<file path="config.mk">
export PLATFORM = sky130hd
export DESIGN_NAME = mpa_ram
export DESIGN_NICKNAME = d
export VERILOG_FILES = /design/src/sv/max_pool_argmax_stream_top_assert.svh /design/src/sv/mpa_ram.sv
export SDC_FILE = /design/constraint.sdc
export NUM_CORES = 1
export LEC_CHECK = 0
export BUFFER_PORTS_ARGS = -buffer_cell sky130_fd_sc_hd__buf_2
export CAP_MARGIN = 20
export CORE_MARGIN = 5
export CORE_UTILIZATION = 45
export DETAILED_ROUTE_END_ITERATION = 6
export GPL_TIMING_DRIVEN = 0
export HOLD_SLACK_MARGIN = 0.05
export PLACE_DENSITY = 0.61
export SLEW_MARGIN = 20
export SYNTH_ARGS = -nofsm -noshare
export SYNTH_HDL_FRONTEND = slang
export SYNTH_SLANG_ARGS = --single-unit
</file>
<file path="constraint.sdc">
create_clock -name i_clk -period 1.7 [get_ports i_clk]
set_input_delay 0 -clock i_clk [delete_from_list [all_inputs] [get_ports i_clk]]
set_output_delay 0 -clock i_clk [all_outputs]
set_load 0.05 [all_outputs]
</file>
<file path="src/sv/max_pool_argmax_stream_top_assert.svh">
// Assertion macros shared by the RTL of the max pooling block.
// Needs a clock i_clk and an active-low reset i_rst_n in the using module.
`ifndef MAX_POOL_ARGMAX_STREAM_TOP_ASSERT_SVH
`define MAX_POOL_ARGMAX_STREAM_TOP_ASSERT_SVH
`ifndef SYNTHESIS
`define MPA_ASSERT_ALWAYS(lbl, expr, msg) \
    lbl: assert property (@(posedge i_clk) disable iff (!i_rst_n) (expr)) else $error(msg);
`define MPA_ASSERT_IMPL(lbl, ante, cons, msg) \
    lbl: assert property (@(posedge i_clk) disable iff (!i_rst_n) (ante) |-> (cons)) \
        else $error(msg);
`else
`define MPA_ASSERT_ALWAYS(lbl, expr, msg)
`define MPA_ASSERT_IMPL(lbl, ante, cons, msg)
`endif
`endif

</file>
<file path="src/sv/mpa_ram.sv">
// Generic single-clock RAM with one write port and one registered read port.
// Read returns the old word when the same address is written in that cycle.
`timescale 1ns / 1ps
`default_nettype none
module mpa_ram #(
    parameter int WIDTH = 8,
    parameter int DEPTH = 16,
    localparam int AW = (DEPTH > 1) ? $clog2(DEPTH) : 1
) (
    input  wire logic             i_clk,
    input  wire logic             i_we,
    input  wire logic [AW-1:0]    i_waddr,
    input  wire logic [WIDTH-1:0] i_wdata,
    input  wire logic             i_re,
    input  wire logic [AW-1:0]    i_raddr,
    output logic      [WIDTH-1:0] o_rdata
);

    logic [WIDTH-1:0] r_mem [DEPTH];

    always_ff @(posedge i_clk) begin
        if (i_we) begin
            r_mem[i_waddr] <= i_wdata;
        end
        if (i_re) begin
            o_rdata <= r_mem[i_raddr];
        end
    end

endmodule
`default_nettype wire

</file>
Yosys cells after proc, flatten, opt, wreduce, memory -nomap -nowiden:

Memory sizes are Yosys's and may differ from the RTL's. A register that Yosys moved wholly into a read port is not among the register bits.
Cells that the tools add are included.

* muxes and demuxes: 2

Operators with widths (count)
* $mux 1: 2

* output and inout port bits: 8
* input port bits: 19
* memories kept: 1
* bits in writable memories: 128
* flip-flop bits (word level): 0

Memories
* r_mem: depth 16, bits a word 8, rd ports 1, clocked after memory_dff 1, write ports 1, line mpa_ram.sv:19 `logic [WIDTH-1:0] r_mem [DEPTH];`

Depth between registers and ports, before layout:

Gate-level depths: netlist (run 1).

* depth after elaboration: 2
* gate-level depth with buffers: 5
* mapped depth without buffers: 3

Worst setup path after synthesis (run 1):

Ideal clock, no wire load.

* kind: input-to-reg
* start point: input port i_waddr[2]
* end point: memory r_mem[0][0], enable pin
* setup time: 383 ps
* data arrival time: 1110 ps
* path slack: 207 ps
* stages: 2
* required time: 1317 ps
* cell sequence: or3b_2 > nor3_1

RTL lines
* start: declaration: line mpa_ram.sv:12 `input wire logic [AW-1:0] i_waddr,`
* end: declaration: line mpa_ram.sv:19

No word-level cell before the write port.

==> flow_summary_export.csv, run 1 <==
group,metric,value,unit
logic_synthesis,seq_area_frac_synth,78.1,%
timing,slew_headroom,47.6,%
logic_synthesis,syn_avg_cell_area,22.8,sq um
final_layout,area_delta_synth_final,19.6,%
detailed_routing,wirelength,9880,um
placement,routabilityCongestion,0.718,
floorplan,rows,39,
final_layout,fin_nets,301,
power_and_ir_drop,p_int,0.00637,W
clocking,root_buffer,"clkbuf_16",
logic_synthesis,synth_warnings,0,
timing,finalSetupViolations,0,
floorplan,initial_core_util,45.8,%
final_layout,fillers,882,
outcome,status,"finished clean",
logic_synthesis,syn_area,0.00523,sq mm
timing,finalCritPeriodShare,92.6,%
global_route,antenna_found_initial,0,
detailed_routing,wl_per_cell,22.6,um
power_and_ir_drop,pwr-share-seq,47.8,%
setup_path,crit_path_end_kind,"register",
global_route,grt_max_degree,17,
global_route,grtUsageTotal,14.7,%
setup_path,slowest_delay,520,ps
floorplan,floorplan.core_area,0.0114,sq mm
clocking,cts.clk_slew.worst_paths,60,ps
placement,place_area,0.00555,sq mm
detailed_routing,route.detailed.drc,0,
placement,dp_hpwl,6340,um
final_layout,final_area,0.00625,sq mm
global_route,grt_pass1_vias,2498,
setup_path,start_kind,"register",
setup_path,worstSetupPathType,"register to register",
clocking,insertion_delay,400,ps
flow_run,drv_cap,0,
setup_path,cp_max_fo,1,
timing,finalHoldViolations,0,
setup_path,crit_arrival,1710,ps
timing,holdWs,135,ps
timing,fmax,0.635,GHz
final_layout,drive_gt1_share,28.8,%
clocking,htree_num_levels,4,
power_and_ir_drop,clkPwrFrac,46.8,%
final_layout,antennaDiodeCount,0,
floorplan,fp.dieArea,0.0139,sq mm
detailed_routing,drtAntennaViolNets,0,
detailed_routing,vias,2417,
power_and_ir_drop,power.density,1270,mW/mm^2
setup_path,cp_top_family,"multiplexers",
floorplan,die_x,118,um
detailed_routing,routed_via_density,5.52,
timing,tightest_slew,783,ps
timing,min_period,1570,ps
logic_synthesis,syn_nets,248,
setup_path,required,1840,ps
logic_synthesis,synth.distinct_cells,18,
power_and_ir_drop,p_switching,0.00156,W
logic_synthesis,synth_cells,229,
logic_synthesis,synth_area_leader_cell,"edfxtp_1",
floorplan,pin_count,27,
timing,skew,7.80,ps
clocking,cts_resized,0,
detailed_routing,dr.pass1.iters,4,
clocking,cts_tree,"yes",
setup_path,critPathBufInv,0,
clocking,clock_sinks,136,
logic_synthesis,synth.top_cell.area_share,78.1,%
global_route,grt_pass1_wl,14800,um
worst_hold_path,hp-class,"input port to register",
power_and_ir_drop,vdd_drop_max,0.585,mV
setup_path,slowest_stage,"mux4_2",
power_and_ir_drop,combPwrFrac,5.4,%
placement,port_buffers,25,
setup_path,crit_chain,"mux4_2 -> a22oi_1 -> nand2_1",
logic_synthesis,ys_ff_latch,136,
clocking,post-cts-setup-buffer-count,0,
floorplan,die_h,118,um
timing,rsz0062_at_grt,"no",
logic_synthesis,netlist_top_cells_area,"edfxtp_1, mux4_2, mux4_1, a22oi_1, nor2_1",
global_route,grt_overflow,0,
clocking,cts_buffers,17,
power_and_ir_drop,p_leak,2.09,nW
power_and_ir_drop,switching_share,19.7,%
clocking,clockBufferDepth,2,
timing,slew_violations,0,
detailed_routing,drtIter0Drc,194,
-- power by group through the flow --
stage | Sequential [W] | Clock (W) | Combinational [W]
4_1_cts | 0.00380 | 0.00376 | 0.000433
2_1_floorplan | 0.00392 | 0 | 0.000191
5_1_grt | 0.00380 | 0.00391 | 0.000459
3_3_place_gp | 0.00386 | 0 | 0.000407
3_5_place_dp | 0.00387 | 0 | 0.000417
6_report | 0.00380 | 0.00371 | 0.000426
-- flip-flops by register name, indices dropped and copies added (netlist names) --
| register | count |
|---|---|
| r_mem | 128 |
| o_rdata | 8 |
-- worst reg2reg max path, cell delays in order, from the launching register on --
cell and delay [ps]:
edfxtp_1 390, mux4_2 520, a22oi_1 280, nand2_1 130
-- cell usage after synthesis --
library cell       n
nand3_1            1
nand2_1            9
edfxtp_1         136
a22oi_1           16
and2_1             1
nor2_1            13
mux4_1            14
or3b_2             1
buf_6              3
buf_4              1
nand2b_1           2
and2b_1            1
clkdlybuf4s25_2    3
buf_2              3
nor3_1             4
nor2b_1            1
mux4_2            18
nand3b_1           2
-- cells in the final DEF (no fill, tap or decap) --
cell type        count
clkinv_1             5
nand3_1              1
nand2b_1             2
buf_6                3
edfxtp_1           136
clkinv_4             2
bufinv_16            4
nor2b_1              1
buf_4                1
nand3b_1             2
dlygate4sd3_1        9
mux4_1              14
and2b_1              1
inv_6                1
clkbuf_16           17
buf_2               28
clkinvlp_4           1
nor3_2               4
nor2_1              13
nand2_1              9
clkdlybuf4s25_2      3
and2_1               1
mux4_2              18
a22oi_1             16
or3b_2               1
clkinv_2             2
-- per-stage QoR --
step                setup slack (ps)  TNS, ps  utilization, %  total power, W  std cells
finish                           125        0            54.7         0.00793        438
floorplan                        207        0               -         0.00411        229
global placement                -367    -4130            48.4         0.00427        397
CTS                              101        0            54.7         0.00799        438
global route                    36.9        0            54.7         0.00817        438
detailed placement              1.69        0            48.6         0.00428        397
-- metal layers --
metal	track usage, %	up-vias	routed length [um]
met5	0	-	0
met4	5.52	0	150
met3	3.51	12	702
met2	22.3	85	4800
met1	20.8	1234	4220
li1	-	1086	-
-- what timing repair did --
| item | CTS | global route |
|---|---|---|
| endpoints found under the setup margin | 0 | 0 |
| hold buffers | 9 | 0 |
| hold endpoints to repair | 136 | 0 |
-- area by class of cell --
cell class	instances	area (sq um)	share of cell area, %
sequential	136	4080	65.3
multi-input combinational	83	1080	17.2
clock buffer	17	425	6.81
timing repair buffer	34	215	3.44
clock inverter	15	183	2.92
tap	143	179	2.86
buffer	10	86.3	1.38
-- cells by family (layout without fill, tap and decap cells) --
kind of cell	Yosys count	count (layout)	synth area share [%]
buf+inv	10	76	1.65
flops	136	136	78.1
compound gates	16	16	2.30
simple gates	35	35	3.14
mux	32	32	14.8
-- path summary, 6_finish.rpt --
check	start	to	slack (ps)	cells past startpoint
max	r_mem[4][7]	o_rdata[7]	130	3
min	i_waddr[1]	r_mem[4][5]	140	2
max reg2reg	r_mem[4][7]	o_rdata[7]	130	3
min reg2reg	r_mem[11][2]	o_rdata[2]	750	3
Power figures use the tool's default switching activity.
==> run 2: changes to the inputs <==
--- a/config.mk
+++ b/config.mk
@@ -5,14 +5,15 @@
 export SDC_FILE = /design/constraint.sdc
 export NUM_CORES = 1
 export LEC_CHECK = 0
-export BUFFER_PORTS_ARGS = -buffer_cell sky130_fd_sc_hd__buf_2
+export ABC_AREA = 1
+export BUFFER_PORTS_ARGS = -buffer_cell sky130_fd_sc_hd__buf_4
 export CAP_MARGIN = 20
 export CORE_MARGIN = 5
-export CORE_UTILIZATION = 45
+export CORE_UTILIZATION = 60
 export DETAILED_ROUTE_END_ITERATION = 6
 export GPL_TIMING_DRIVEN = 0
 export HOLD_SLACK_MARGIN = 0.05
-export PLACE_DENSITY = 0.61
+export PLACE_DENSITY = 0.77
 export SLEW_MARGIN = 20
 export SYNTH_ARGS = -nofsm -noshare
 export SYNTH_HDL_FRONTEND = slang
==> flow_summary_export.csv, run 2 <==
group,metric,value,unit
floorplan,initial_core_util,60.7,%
final_layout,reg_top3,"r_mem x128, o_rdata x8",
timing,fmax,0.785,GHz
setup_path,crit_path_end_kind,"register",
global_route,grt_pass1_wl,21400,um
flow_run,drv_cap,0,
worst_hold_path,hp-class,"input port to register",
detailed_routing,drtIter0Drc,634,
setup_path,cp_top_family,"buffers and inverters",
setup_path,slowest_delay,540,ps
power_and_ir_drop,totalPowerFinal,0.00770,W
final_layout,largest_reg_flops,128,
logic_synthesis,synth_warnings,0,
placement,port_buffers,23,
clocking,clockBufferDepth,2,
outcome,status,"finished clean",
global_route,grtUsageTotal,25.3,%
detailed_routing,dr.pass1.iters,5,
timing,slew_violations,0,
clocking,htree_num_levels,4,
setup_path,required,1970,ps
power_and_ir_drop,power.density,1130,mW/mm^2
clocking,clock_sinks,136,
setup_path,start_kind,"input port",
final_layout,drive_gt1_share,11.9,%
global_route,grt_max_degree,17,
timing,finalSetupViolations,0,
floorplan,rows,36,
timing,skew,7.40,ps
detailed_routing,wl_per_cell,18.2,um
logic_synthesis,async_flop_share,0,%
final_layout,final_cell_mix,"nand2_1, edfxtp_1, inv_1, nand3_1, buf_4",
timing,finalCritPeriodShare,74.9,%
logic_synthesis,ys_ff_latch,136,
logic_synthesis,syn_nets,570,
setup_path,slowest_stage,"dlygate4sd3_1",
logic_synthesis,yosys_most_used_dff,"edfxtp_1",
clocking,cts_tree,"yes",
floorplan,floorplan.core_area,0.00964,sq mm
logic_synthesis,synth_area_leader_cell,"edfxtp_1",
setup_path,crit_path_start,"i_raddr[2]",
placement,placed_cells,707,
clocking,cts_buffers,17,
setup_path,critPathBufInv,4,
placement,routabilityCongestion,0.871,
clocking,cts.clk_slew.worst_paths,60,ps
detailed_routing,vias,4080,
setup_path,cp.depth,7,
floorplan,die_h,109,um
power_and_ir_drop,vdd_drop_max,0.782,mV
timing,slew_headroom,38.6,%
setup_path,path_common_cell,"nand3_1",
final_layout,antennaDiodeCount,0,
setup_path,critPathCapture,"o_rdata[0]",
setup_path,regToRegSetupSlack,480,ps
detailed_routing,route.detailed.drc,0,
global_route,grt_pass1_vias,3924,
logic_synthesis,synth.distinct_cells,11,
timing,tns,0,ps
timing,finalHoldViolations,0,
logic_synthesis,seq_area_frac_synth,69.8,%
setup_path,r2r_start,"r_mem[0][7]",
setup_path,reg2reg_to,"o_rdata[7]",
power_and_ir_drop,p_leak,2.95,nW
detailed_routing,routed_via_density,5.45,
logic_synthesis,syn_avg_cell_area,10.6,sq um
setup_path,crit_chain,"dlygate4sd3_1 -> buf_2 -> inv_1 -> buf_4 -> nand3_1 -> nand3_1 -> nand2_1",
setup_path,worstSetupPathType,"input port to register",
timing,min_period,1270,ps
final_layout,fin_util,70.8,%
timing,tightest_slew,918,ps
logic_synthesis,synth_edf_count,136,
clocking,root_buffer,"clkbuf_8",
floorplan,die_x,109,um
floorplan,fp.dieArea,0.0118,sq mm
detailed_routing,drtAntennaViolNets,0,
setup_path,rr_worst_depth,6,
final_layout,area_delta_synth_final,16.8,%
global_route,antenna_found_initial,0,
setup_path,crit_arrival,1540,ps
placement,dp_hpwl,8750,um
logic_synthesis,netlist_top_cells_area,"edfxtp_1, nand2_1, nand3_1, inv_1, buf_6",
logic_synthesis,yosys-top-cells-count,"nand2_1, edfxtp_1, inv_1, nand3_1, nor2_1",
logic_synthesis,synth.top_cell.area_share,69.8,%
final_layout,final_area,0.00683,sq mm
final_layout,final_cells,749,
final_layout,final_common_cell,"nand2_1",
logic_synthesis,yosysMostFrequentCell,"nand2_1",
global_route,grt_overflow,0,
logic_synthesis,synth_cells,551,
clocking,post-cts-setup-buffer-count,0,
logic_synthesis,syn_area,0.00585,sq mm
floorplan,pin_count,27,
placement,place_area,0.00619,sq mm
final_layout,regMostFlops,"r_mem",
timing,rsz0062_at_grt,"no",
final_layout,fin_nets,623,
setup_path,cp_max_fo,10,
detailed_routing,wirelength,13600,um
clocking,insertion_delay,530,ps
run 2: worst min path at each step:
stage / startpoint / endpoint / slack (ps) / depth (start not counted)
after floorplan: i_wdata[0] / r_mem[0][0] / 100 / 0
after global placement: i_re / o_rdata[4] / 270 / 1
after detailed placement: i_re / o_rdata[2] / 280 / 1
after CTS: i_waddr[1] / r_mem[2][6] / 90 / 3
after global routing: i_waddr[1] / r_mem[3][6] / 130 / 3
final: i_waddr[1] / r_mem[2][7] / 90 / 3
run 2: power by group:
group | leakage [nW] | total [W] | switching [W] | internal (W)
Clock | 0.257 | 0.00333 | 0.00129 | 0.00204
Combinational | 1.46 | 0.000578 | 0.000401 | 0.000177
Sequential | 1.24 | 0.00380 | 0.0000188 | 0.00378
run 2: per-layer routing:
layer  wire length (um)  vias to the layer above  global-route usage [%]
met5                  0                        -                       0
met1               5300                     1891                    35.7
met2               6320                      270                    38.0
li1                   -                     1893                       -
met4                314                        0                    10.0
met3               1720                       26                    6.69
run 2: cells by family (layout without fill, tap and decap cells):
logic type	Yosys count	after routing	share of synthesized area, %
and+or+nand+nor	289	289	20.8
DFF	136	136	69.8
buffers and inverters	126	191	9.39
run 2: final cells by class:
cell class              instances  area (sq um)
plain buffers                  24           166
clock buffers                  19           422
clock inverters                12           110
fillers                       675          2810
inverters                     102           383
multi-input cells             289          1210
flip-flops and latches        136          4080
well taps                     133           166
repair buffers                 34           283
run 2: what timing repair did:
| item | in CTS | in global routing |
|---|---|---|
| hold buffers | 11 | 0 |
| endpoints found under the setup margin | 0 | 0 |
| hold endpoints to repair | 144 | 0 |
| gates resized for setup | 0 | 0 |
run 2: through the flow:
stage	hold WS [ps]	setup WS [ps]
finish	91.8	426
global route	126	427
CTS	88.8	489
detailed placement	282	219
global placement	274	213
floorplan	98.9	749
run 2: worst register-to-register path, delay by kind of cell, from the launching register on:
kind	cells	cell delay, ps
DFF	1	380
buffers and inverters	1	70
and+or+nand+nor	5	520
