[src/sv/max_pool_argmax_stream_top_assert.svh]
// Assertion macros shared by the RTL of the max pooling block.
// Needs a clock i_clk and an active-low reset i_rst_n in the using module.
`ifndef MAX_POOL_ARGMAX_STREAM_TOP_ASSERT_SVH
`define MAX_POOL_ARGMAX_STREAM_TOP_ASSERT_SVH
`ifndef SYNTHESIS
`define MPA_ASSERT_ALWAYS(lbl, expr, msg) \
    lbl: assert property (@(posedge i_clk) disable iff (!i_rst_n) (expr)) else $error(msg);
`define MPA_ASSERT_IMPL(lbl, ante, cons, msg) \
    lbl: assert property (@(posedge i_clk) disable iff (!i_rst_n) (ante) |-> (cons)) \
        else $error(msg);
`else
`define MPA_ASSERT_ALWAYS(lbl, expr, msg)
`define MPA_ASSERT_IMPL(lbl, ante, cons, msg)
`endif
`endif

[src/sv/mpa_divider.sv]
// Restoring divider, one quotient bit per cycle.
// Standalone; used by the top level to realign the window position counters.
`timescale 1ns / 1ps
`default_nettype none
module mpa_divider #(
    parameter int NW = 9,
    parameter int DW = 5
) (
    input  wire logic          i_clk,
    input  wire logic          i_rst_n,
    input  wire logic          i_start,
    input  wire logic [NW-1:0] i_dividend,
    input  wire logic [DW-1:0] i_divisor,
    output logic               o_busy,
    output logic      [NW-1:0] o_quotient,
    output logic      [DW-1:0] o_remainder
);

    localparam int CW = $clog2(NW + 1);

    logic [CW-1:0] r_cnt;
    logic [NW-1:0] r_quo;
    logic [DW-1:0] r_rem;
    logic [DW-1:0] r_div;
    logic [DW:0]   rem_sh;
    logic [DW:0]   rem_sub;
    logic          fits;
    logic [NW-1:0] n_quo;
    logic [DW-1:0] n_rem;

    always_comb begin
        rem_sh  = {r_rem, r_quo[NW-1]};
        rem_sub = rem_sh - {1'b0, r_div};
        fits    = rem_sh >= {1'b0, r_div};
        n_rem   = fits ? rem_sub[DW-1:0] : rem_sh[DW-1:0];
        n_quo   = (r_quo << 1) | NW'(fits);
    end

    always_ff @(posedge i_clk) begin
        if (!i_rst_n) begin
            r_cnt <= '0;
        end else if (i_start) begin
            r_cnt <= CW'(NW);
        end else if (o_busy) begin
            r_cnt <= r_cnt - 1'b1;
        end
    end

    always_ff @(posedge i_clk) begin
        if (i_start) begin
            r_quo <= i_dividend;
            r_rem <= '0;
            r_div <= i_divisor;
        end else if (o_busy) begin
            r_quo <= n_quo;
            r_rem <= n_rem;
        end
    end

    assign o_busy      = (r_cnt != '0);
    assign o_quotient  = r_quo;
    assign o_remainder = r_rem;

endmodule
`default_nettype wire

[config.mk]
export PLATFORM = sky130hd
export DESIGN_NAME = mpa_divider
export DESIGN_NICKNAME = d
export VERILOG_FILES = /design/src/sv/max_pool_argmax_stream_top_assert.svh /design/src/sv/mpa_divider.sv
export SDC_FILE = /design/constraint.sdc
export NUM_CORES = 1
export LEC_CHECK = 0
export ABC_AREA = 1
export BUFFER_PORTS_ARGS = -buffer_cell sky130_fd_sc_hd__buf_2
export CAP_MARGIN = 0
export CORE_MARGIN = 5
export CORE_UTILIZATION = 51
export CTS_CLUSTER_DIAMETER = 150
export DETAILED_ROUTE_END_ITERATION = 8
export PLACE_DENSITY_LB_ADDON = 0.15
export SLEW_MARGIN = 10
export SYNTH_ARGS = -nofsm -noshare
export SYNTH_HDL_FRONTEND = slang
export SYNTH_SLANG_ARGS = --single-unit
[constraint.sdc]
create_clock -name i_clk -period 1.9 [get_ports i_clk]
set_input_delay 0.095 -clock i_clk [delete_from_list [all_inputs] [get_ports i_clk]]
set_output_delay 0.095 -clock i_clk [all_outputs]
set_load 0.02 [all_outputs]
---- After elaboration in Yosys (flattened, before gate mapping) ----
Cells that the tools add are included.
word-level totals
  register bits after elaboration ......... 23
  input port bits ......................... 17
  output and inout bits ................... 15
  logic and storage cells ................. 18
operators by class
  $add $sub $neg .......................... 2
  $lt $le $gt $ge ......................... 1
  muxes and demuxes ....................... 5
  bitwise operators ....................... 2
  reductions and logical operators ........ 3
operators with widths
  operator                                                            number
  9-bit two-way mux                                                   2
  9-bit by 1-bit bitwise OR with 9-bit output                         1
  4-bit two-way mux                                                   2
  6-bit by 5-bit greater-or-equal comparator with 1-bit output        1
  5-bit two-way mux                                                   1
  5-bit subtractor                                                    1
  4-bit nonzero test                                                  1
  4-bit by 1-bit subtractor with 4-bit output, second input constant  1
  2-bit nonzero test                                                  1
  2-bit OR reduction                                                  1
  1-bit NOT                                                           1

---- Longest topological paths before layout ----
Gate-level depths: netlist (run 1).
  depth in word-level cells ............... 4
  mapped depth ............................ 11
  gate-level depth less buffers ........... 11

---- Least setup slack after synthesis (run 1) ----
Ideal clock, no wire load.
  kind .................................... reg-to-reg
  start point ............................. register r_quo[8], in the netlist o_quotient[8]
  end point ............................... register r_quo[0], in the netlist o_quotient[0] (data pin)
  arrival time ............................ 1,486 ps
  setup slack ............................. 146 ps
  stages on the path, launching flop included .. 9
  path buffers ............................ 0
  cell sequence ........................... edfxtp_1 > inv_1 > ha_1 > inv_1 > fa_1 > nand2_1 > nand2_2 > nand3_4 > a31oi_1
on the way
  word-level cells in the longest chain between the ends .. 4
ends and longest elaborated chain
  element                                                       line               text
  start: declaration                                            mpa_divider.sv:22  logic [NW-1:0] r_quo;
  start signal: assignment                                      mpa_divider.sv:51  r_quo <= i_dividend;
  start signal: assignment                                      mpa_divider.sv:55  r_quo <= n_quo;
  6-bit by 5-bit greater-or-equal comparator with 1-bit output  mpa_divider.sv:34  fits = rem_sh >= {1'b0, r_div};
  9-bit by 1-bit bitwise OR with 9-bit output                   mpa_divider.sv:36  n_quo = (r_quo << 1) | NW'(fits);
  9-bit two-way mux                                             mpa_divider.sv:54  end else if (o_busy) begin
  9-bit two-way mux                                             mpa_divider.sv:50  if (i_start) begin
No other way between the ends. The select of a mux whose other input is x is not followed.
A chain may end at the register's enable or synchronous reset.

---- Worst setup path in the final report (run 1) ----
Ends and elaborated chain as after synthesis.

==> flow_summary_export.csv, run 1 <==
group,metric,value,unit
status,outcome,"finished, final reports clean",
detailed_routing,ant_nets,0,
critical_path,r2r_slack,0.19,ns
sta,finalSetupViolCount,0,
detailed_routing,wl_met3,108,um
detailed_routing,wl_met1,1.07,mm
die,dieArea,3530,um2
logic_synthesis,synth.area.top_cells,"edfxtp_1 34%, dfxtp_1 14%, nand2_1 14%, ha_1 7.0%, nand3_1 5.2%",
critical_path,cp_top_family,"adder cells",
place,place_ws,0.182,ns
cts,cts_tree,"built",
critical_path,endpoint,"o_quotient[0]",
sta,max_freq,584,MHz
critical_path,critPathMaxFanout,8,
sta,tns,0,ns
sta,final-hold-violation-count,0,
sta,tightest_slew,0.407,ns
critical_path,cp_data_required_time,1.97,ns
sta,rsz0062_at_grt,"false",
critical_path,rr_endpoint,"o_quotient[0]",
die,core-area,2410,um2
place,place_congestion,0.776,
logic_synthesis,synth_seq_cells,23,
critical_path,reg2reg_from,"o_quotient[8]",
flow_run,cap_violations,0,
worst_hold_path,hold_path_depth,3,
cells_and_area,drive_gt1_share,28.7,%
critical_path,cp_data_arrival_time,1.78,ns
pwr,max-vdd-ir-drop,0.000746,V
critical_path,critPathLaunchType,"flip-flop",
cts,cts.path.max_buffers,2,
detailed_routing,firstDrtPassIters,4,
critical_path,critPathMostFrequentCell,"inv_1",
cts,clkTransAtPathRegs,0.12,ns
critical_path,path_class,"reg -> reg",
cts,postCtsSetupBuffers,0,
pwr,leakage,0.760,nW
cells_and_area,n_fill_cell,223,
logic_synthesis,ys_types,28,
global_routing,grt_pass1_wl,4.12,mm
cts,insertion_delay,0.30,ns
worst_hold_path,hold_path_class,"in -> reg",
sta,post-route-period-util,90.1,%
detailed_routing,post_drt_wl_per_cell,11.4,um
die,fp.dieW,59.5,um
logic_synthesis,syn_inst,140,
cells_and_area,antenna_cells,0,
critical_path,cp.depth,8,
detailed_routing,drc,0,
logic_synthesis,syn_area_per_cell,8.91,um2
detailed_routing,drtIter0Drc,30,
critical_path,worstSetupStartpoint,"o_quotient[8]",
detailed_routing,routed_wl,2.37,mm
die,rows,18,
die,initial_core_util,51.8,%
cells_and_area,final_nets,204,
global_routing,grt_pass1_vias,949,
place,portBuffers,31,
critical_path,max_stage_delay,0.40,ns
cells_and_area,syn2layout_area_growth,20.9,%
sta,period_needed,1.71,ns
die,pin_count,32,
logic_synthesis,postSynthNetCount,165,
sta,slew_violations,0,
logic_synthesis,synth-seq-area-share,48.1,%
sta,final.setup_skew,0.00115,ns
place,dpl-instance-area,1430,um2
logic_synthesis,synth_top_area_share,33.7,%
sta,max_slew_margin,72.9,%
logic_synthesis,syn_area,1250,um2
critical_path,worstPathCellList,"inv_1 > ha_1 > inv_1 > fa_1 > nand2_1 > nand2_2 > nand3_4 > a31oi_1",
critical_path,reg2regPathDepth,8,
die,die_y,59.5,um
detailed_routing,vias,1001,
place,hpwl,1.84,mm
global_routing,grt_antenna_before_repair,0,
critical_path,critPathBufInv,2,
cts,cts_htree_levels,1,
pwr,power_density,1190,nW/um2
cells_and_area,finalInstanceArea,1510,um2
global_routing,gr-total-overflow,0,
cts,cts-resized-gates,0,
cts,ctsRootBufferMaster,"clkbuf_4",
global_routing,track_usage,15.6,%
cts,cts.sinks,23,
critical_path,endpoint_kind,"flip-flop",
detailed_routing,via_per_inst,4.81,
cts,cts_made_buffers,3,
sta,fin_ws,0.187,ns
detailed_routing,dr_wl_met2,1.15,mm
global_routing,grt_start_max_net_pins,18,
detailed_routing,highest_layer,"met4",
critical_path,slowest_stage,"edfxtp_1",
logic_synthesis,synth.yosys.warnings,0,
logic_synthesis,yosys.area.top_type,"edfxtp_1",
-- cells in the mapped netlist (all sizes together) --
cell	n
nand2	50
inv	20
edfxtp	14
nand3	14
dfxtp	9
nor2	8
ha	7
a21oi	4
a211oi	2
o21ai	2
or2	2
a31oi	1
buf	1
clkbuf	1
clkinv	1
fa	1
nand3b	1
o31ai	1
xnor2	1
-- report_power, final --
part	internal (mW)	leakage (nW)	switching (mW)
combinational	0.332	0.526	0.526
sequential	0.639	0.219	0.0717
clock	0.0819	0.0150	0.141
total	1.05	0.760	0.739
-- timing repair --
action | 4_1_cts | 5_1_grt
setup endpoints to repair | 0 | 0
hold buffers | 5 | 0
endpoints found under the hold margin | 5 | 0
-- tightest hold or removal path, stage by stage --
cell	delay, ns
buf_2	0.11
nand2_1	0.05
inv_1	0.04
-- metrics by stage --
stage | hold slack, ns | instances | total power [mW] | util [%]
3_3_place_gp | 0.272 | 199 | 1.56 | 59.4
4_1_cts | 0.00479 | 208 | 1.81 | 62.6
3_5_place_dp | 0.274 | 199 | 1.58 | 59.4
2_1_floorplan | 0.193 | 140 | 1.37 | -
5_1_grt | 0.0118 | 208 | 1.95 | 62.6
6_report | 0.0120 | 208 | 1.79 | 62.6
-- layout by cell type (no fill, tap or decap), types with 3 or more instances in the layout --
master         netlist  layout
a21oi_1              4       4
buf_2                1      31
clkbuf_4             0       3
dfxtp_1              9       9
dlygate4sd3_1        0       5
edfxtp_1            14      14
ha_1                 7       7
inv_1               13      13
inv_2                7       7
nand2_1             48      48
nand3_1             13      13
nor2_1               3       3
nor2_4               4       4
-- registers in the layout (all words and copies together), names as in the netlist --
name	flops
o_remainder	5
r_div	5
o_quotient	9
r_cnt	4
-- metal layers --
metal	GRT usage, %	up-vias
met5	0	-
met4	6.80	0
met3	3.27	5
met2	24.8	20
met1	20.5	450
li1	-	526
-- cell families (layout without fill, tap and decap cells) --
family / count (synthesis) / after routing / synth area share [%]
and+or+nand+nor: 75 / 75 / 30.4
xor gates and xnor gates: 1 / 1 / 0.702
AOI/OAI and AO/OA: 10 / 10 / 5.12
adders and majority gates: 8 / 8 / 8.63
buffers and inverters: 23 / 61 / 7.02
DFF: 23 / 23 / 48.1
-- how the worst min path moves through the flow --
| stage | start | endpoint | slack [ns] |
|---|---|---|---|
| floorplan | i_rst_n | r_cnt[3] | 0.19 |
| global placement | i_divisor[2] | r_div[2] | 0.27 |
| detailed placement | i_divisor[4] | r_div[4] | 0.27 |
| CTS | i_rst_n | r_cnt[3] | 0.005 |
| global route | i_rst_n | r_cnt[3] | 0.01 |
| finish | i_rst_n | r_cnt[3] | 0.01 |
-- cell type report --
class | count | area (um2) | area share [%]
Timing Repair Buffer | 36 | 205 | 13.6
Inverter | 21 | 78.8 | 5.23
Clock buffer | 4 | 26.3 | 1.74
Tap cell | 30 | 37.5 | 2.49
Multi-Input combinational cell | 94 | 559 | 37.1
Sequential cell | 23 | 601 | 39.8
Note: power is estimated with default switching activity, not from simulation.
==> run 2: changes to the inputs <==
--- a/config.mk
+++ b/config.mk
@@ -8,6 +8,7 @@
 export ABC_AREA = 1
 export BUFFER_PORTS_ARGS = -buffer_cell sky130_fd_sc_hd__buf_2
 export CAP_MARGIN = 0
+export CORE_ASPECT_RATIO = 1.2
 export CORE_MARGIN = 5
 export CORE_UTILIZATION = 51
 export CTS_CLUSTER_DIAMETER = 150
==> constraint.sdc (replaced) <==
create_clock -name i_clk -period 1.9 [get_ports i_clk]
set_input_delay 0.285 -clock i_clk [delete_from_list [all_inputs] [get_ports i_clk]]
set_output_delay 0.285 -clock i_clk [all_outputs]
set_load 0.02 [all_outputs]
==> flow_summary_export.csv, run 2 (synthesis results as in run 1) <==
group,metric,value,unit
status,outcome,"finished, final reports clean",
worst_hold_path,hold_start,"i_divisor[4]",
cts,insertion_delay,0.30,ns
global_routing,track_usage,14.2,%
sta,rsz0062_at_grt,"false",
critical_path,critPathMostFrequentCell,"inv_1",
place,placed_cells,200,
global_routing,gr-total-overflow,0,
place,dpl-instance-area,1430,um2
cts,cts-resized-gates,0,
cells_and_area,finalInstanceArea,1460,um2
detailed_routing,drtIter0Drc,24,
detailed_routing,firstDrtPassIters,4,
pwr,power,1.78,mW
cts,clkTransAtPathRegs,0.12,ns
cells_and_area,antenna_cells,0,
detailed_routing,post_drt_wl_per_cell,11.0,um
worst_hold_path,hold_path_class,"in -> reg",
cells_and_area,final_cell_mix,"48 x nand2_1, 31 x buf_2, 14 x edfxtp_1",
place,hpwl,1.81,mm
cts,cts.path.max_buffers,2,
sta,post-route-period-util,90.1,%
worst_hold_path,hold_path_depth,1,
place,portBuffers,31,
cts,cts_tree,"built",
cells_and_area,final_cells,204,
sta,period_needed,1.71,ns
critical_path,path_class,"reg -> reg",
critical_path,slowest_stage,"edfxtp_1",
cts,cts_made_buffers,3,
sta,final.setup_skew,0.00362,ns
sta,tightest_slew,0.391,ns
cells_and_area,final_nets,199,
cts,cts_htree_levels,1,
cells_and_area,n_fill_cell,230,
sta,fin_hold_ws,0.148,ns
critical_path,critPathMaxFanout,8,
global_routing,grt_antenna_before_repair,0,
detailed_routing,ant_nets,0,
critical_path,cp.depth,8,
flow_run,cap_violations,0,
cts,ctsRootBufferMaster,"clkbuf_4",
die,rows,19,
critical_path,critPathLaunchType,"flip-flop",
cts,cts.sinks,23,
place,place_ws,0.209,ns
cts,postCtsSetupBuffers,0,
critical_path,worstSetupStartpoint,"o_quotient[8]",
sta,fin_ws,0.188,ns
die,dieArea,3540,um2
sta,tns,0,ns
sta,final-hold-violation-count,0,
critical_path,endpoint_kind,"flip-flop",
pwr,max-vdd-ir-drop,0.000746,V
cells_and_area,syn2layout_area_growth,17.1,%
detailed_routing,via_per_inst,4.69,
die,die_y,64.2,um
sta,finalSetupViolCount,0,
critical_path,max_stage_delay,0.41,ns
die,fp.dieW,55.1,um
critical_path,reg2reg_from,"o_quotient[8]",
detailed_routing,routed_wl,2.25,mm
pwr,power_density,1220,nW/um2
critical_path,reg2regPathDepth,8,
sta,max_slew_margin,73.9,%
cells_and_area,fin_util,62.7,%
die,pin_count,32,
critical_path,cp_data_required_time,1.97,ns
detailed_routing,drc,0,
global_routing,grt_pass1_wl,3.80,mm
sta,slew_violations,0,
pwr,leakage,0.741,nW
cells_and_area,drive_gt1_share,30.1,%
place,place_congestion,0.777,
cells_and_area,final_common_cell,"nand2_1",
critical_path,critPathBufInv,2,
cts,cts_hold_buffers,0,
sta,max_freq,584,MHz
cells_and_area,largest_register_ffs,9,
critical_path,worstPathCellList,"inv_1 > ha_1 > inv_1 > fa_1 > nand2_1 > nand2_2 > nand3_4 > a31oi_1",
critical_path,cp_top_family,"adder cells",
die,core-area,2330,um2
die,initial_core_util,53.5,%
global_routing,grt_pass1_vias,905,
detailed_routing,vias,957,
global_routing,grt_start_max_net_pins,18,
critical_path,cp_data_arrival_time,1.78,ns
## run 2: cell count changes in the layout (fill, tap and decap cells not counted), sizes merged
cell	delta
dlygate4sd3	-5
clkbuf	-1
clkinv	+1
## run 2: cell type report
type | count | area, um2 | share of cell area (%)
clock inverter | 1 | 5.00 | 0.343
clock buffer | 3 | 22.5 | 1.54
sequential | 23 | 601 | 41.1
timing repair buffer | 31 | 155 | 10.6
tap | 31 | 38.8 | 2.66
inverter | 21 | 78.8 | 5.40
multi-input combinational | 94 | 559 | 38.3
## run 2: final timing paths
kind	slack, ns	endpoint
worst max register to register	0.19	o_quotient[0]
worst min register to register	0.47	o_remainder[4]
worst min-delay path	0.15	r_div[4]
worst max-delay path	0.19	o_quotient[0]
## run 2: layer usage
metal / routed length, um / GRT usage [%] / up-vias / part of all wire, %
met3: 109 / 2.56 / 0 / 4.8
met5: 0 / 0 / - / 0
met4: 0 / 4.56 / 0 / 0
met2: 1140 / 23.2 / 17 / 51
met1: 1000 / 18.5 / 427 / 45
li1: - / - / 513 / -
## run 2: worst reg2reg max path, stage by stage (launching register included)
cell and delay (ns):
edfxtp_1 0.41, inv_1 0.09, ha_1 0.14, inv_1 0.05, fa_1 0.40, nand2_1 0.09
nand2_2 0.08, nand3_4 0.12, a31oi_1 0.09
## run 2: power breakdown
part	switching [mW]	internal, mW	leakage (nW)
clock network	0.140	0.0784	0.0177
registers	0.0740	0.639	0.219
logic	0.522	0.323	0.505
==> run 3: changes to the inputs <==
--- a/config.mk
+++ b/config.mk
@@ -9,7 +9,6 @@
 export BUFFER_PORTS_ARGS = -buffer_cell sky130_fd_sc_hd__buf_2
 export CAP_MARGIN = 0
 export CORE_ASPECT_RATIO = 1.2
-export CORE_MARGIN = 5
 export CORE_UTILIZATION = 51
 export CTS_CLUSTER_DIAMETER = 150
 export DETAILED_ROUTE_END_ITERATION = 8
==> constraint.sdc (replaced) <==
create_clock -name i_clk -period 1.9 [get_ports i_clk]
set_input_delay 0.19 -clock i_clk [delete_from_list [all_inputs] [get_ports i_clk]]
set_output_delay 0.19 -clock i_clk [all_outputs]
set_load 0.02 [all_outputs]
==> flow_summary_export.csv, run 3 (synthesis results as in run 1) <==
group,metric,value,unit
cts,ctsRootBufferMaster,"clkbuf_4",
cells_and_area,syn2layout_area_growth,17.1,%
cts,cts_htree_levels,1,
sta,fin_hold_ws,0.0516,ns
cells_and_area,final_common_cell,"nand2_1",
sta,period_needed,1.70,ns
cts,clkTransAtPathRegs,0.12,ns
cells_and_area,regArea,601,um2
detailed_routing,dr_wl_met2,1.09,mm
flow_run,cap_violations,0,
detailed_routing,wl_met3,67,um
cts,insertion_delay,0.31,ns
critical_path,reg2reg_from,"o_quotient[8]",
place,place_congestion,0.859,
sta,final.setup_skew,0.00416,ns
die,core-area,2310,um2
detailed_routing,via_per_inst,4.80,
critical_path,critPathMaxFanout,8,
status,outcome,"finished, final reports clean",
critical_path,worstSetupStartpoint,"o_quotient[8]",
cells_and_area,final_nets,199,
place,place_ws,0.204,ns
die,die_y,56.2,um
detailed_routing,vias,979,
sta,fin_ws,0.200,ns
detailed_routing,ant_nets,0,
cells_and_area,drive_gt1_share,30.1,%
die,fp.dieW,47.1,um
sta,slew_violations,0,
cts,cts-resized-gates,0,
sta,rsz0062_at_grt,"false",
global_routing,grt_pass1_wl,3.55,mm
pwr,power_density,1230,nW/um2
pwr,power,1.79,mW
place,hpwl,1.72,mm
critical_path,critPathLaunchType,"flip-flop",
cts,cts_hold_buffers,0,
sta,finalSetupViolCount,0,
critical_path,endpoint_kind,"flip-flop",
global_routing,gr-total-overflow,0,
detailed_routing,firstDrtPassIters,4,
pwr,max-vdd-ir-drop,0.000704,V
critical_path,path_class,"reg -> reg",
place,placed_cells,200,
sta,final-hold-violation-count,0,
place,portBuffers,31,
sta,max_slew_margin,73.5,%
critical_path,cp_data_required_time,2.12,ns
detailed_routing,highest_layer,"met4",
cts,cts.path.max_buffers,2,
global_routing,grt_start_max_net_pins,18,
cells_and_area,fin_util,63.3,%
worst_hold_path,hold_start,"i_divisor[4]",
die,dieArea,2650,um2
pwr,leakage,0.741,nW
cells_and_area,final_cells,204,
worst_hold_path,hold_path_class,"in -> reg",
global_routing,grt_antenna_before_repair,0,
cts,cts_tree,"built",
critical_path,cp_data_arrival_time,1.92,ns
cells_and_area,multi_input_area,559,um2
detailed_routing,post_drt_wl_per_cell,10.7,um
sta,tns,0,ns
die,rows,19,
global_routing,track_usage,18.6,%
sta,tightest_slew,0.398,ns
cells_and_area,antenna_cells,0,
sta,post-route-period-util,89.5,%
cts,cts.sinks,23,
cts,cts_made_buffers,3,
cells_and_area,largest_register_ffs,9,
die,pin_count,32,
global_routing,grt_pass1_vias,847,
detailed_routing,wl_met1,998,um
detailed_routing,routed_wl,2.19,mm
cells_and_area,n_fill_cell,207,
sta,max_freq,588,MHz
cells_and_area,final_cell_mix,"48 x nand2_1, 31 x buf_2, 14 x edfxtp_1",
detailed_routing,drtIter0Drc,36,
cts,postCtsSetupBuffers,0,
detailed_routing,drc,0,
cells_and_area,finalInstanceArea,1460,um2
place,dpl-instance-area,1430,um2
die,initial_core_util,54.1,%
run 3: cell counts in the layout (fill, tap and decap cells not counted):
No cell type changed its count.
run 3: path summary, 6_finish.rpt:
| check | end | slack, ns | depth (start not counted) |
|---|---|---|---|
| max | o_remainder[3] | 0.20 | 10 |
| min | r_div[4] | 0.05 | 1 |
| max reg2reg | o_remainder[3] | 0.20 | 10 |
| min reg2reg | o_remainder[4] | 0.49 | 2 |
run 3: critical path, cell delays in order (launching register included):
cell and delay (ns):
edfxtp_1 0.40, inv_1 0.09, ha_1 0.14, inv_1 0.06, fa_1 0.40, nand2_1 0.09, nand2_2 0.08, nand3_4 0.12
nand3_1 0.10, nand3_1 0.10, nand2_1 0.05
run 3: metal layers:
metal / vias up / GRT usage [%]
li1: 517 / -
met1: 440 / 23.8
met2: 18 / 29.4
met3: 4 / 2.92
met4: 0 / 9.39
met5: - / 0
run 3: area by class of cell:
| cell class | instances | area share [%] |
|---|---|---|
| clock buffers | 3 | 1.54 |
| clock inverters | 1 | 0.343 |
| inverters | 21 | 5.40 |
| multi-input cells | 94 | 38.3 |
| flip-flops and latches | 23 | 41.1 |
| well taps | 31 | 2.66 |
| repair buffers | 31 | 10.6 |
run 3: where the power goes:
group | total, mW | internal, mW | switching [mW] | leakage (nW)
registers | 0.710 | 0.639 | 0.0714 | 0.219
logic | 0.863 | 0.326 | 0.537 | 0.505
clock network | 0.220 | 0.0786 | 0.141 | 0.0177
total | 1.79 | 1.04 | 0.749 | 0.741
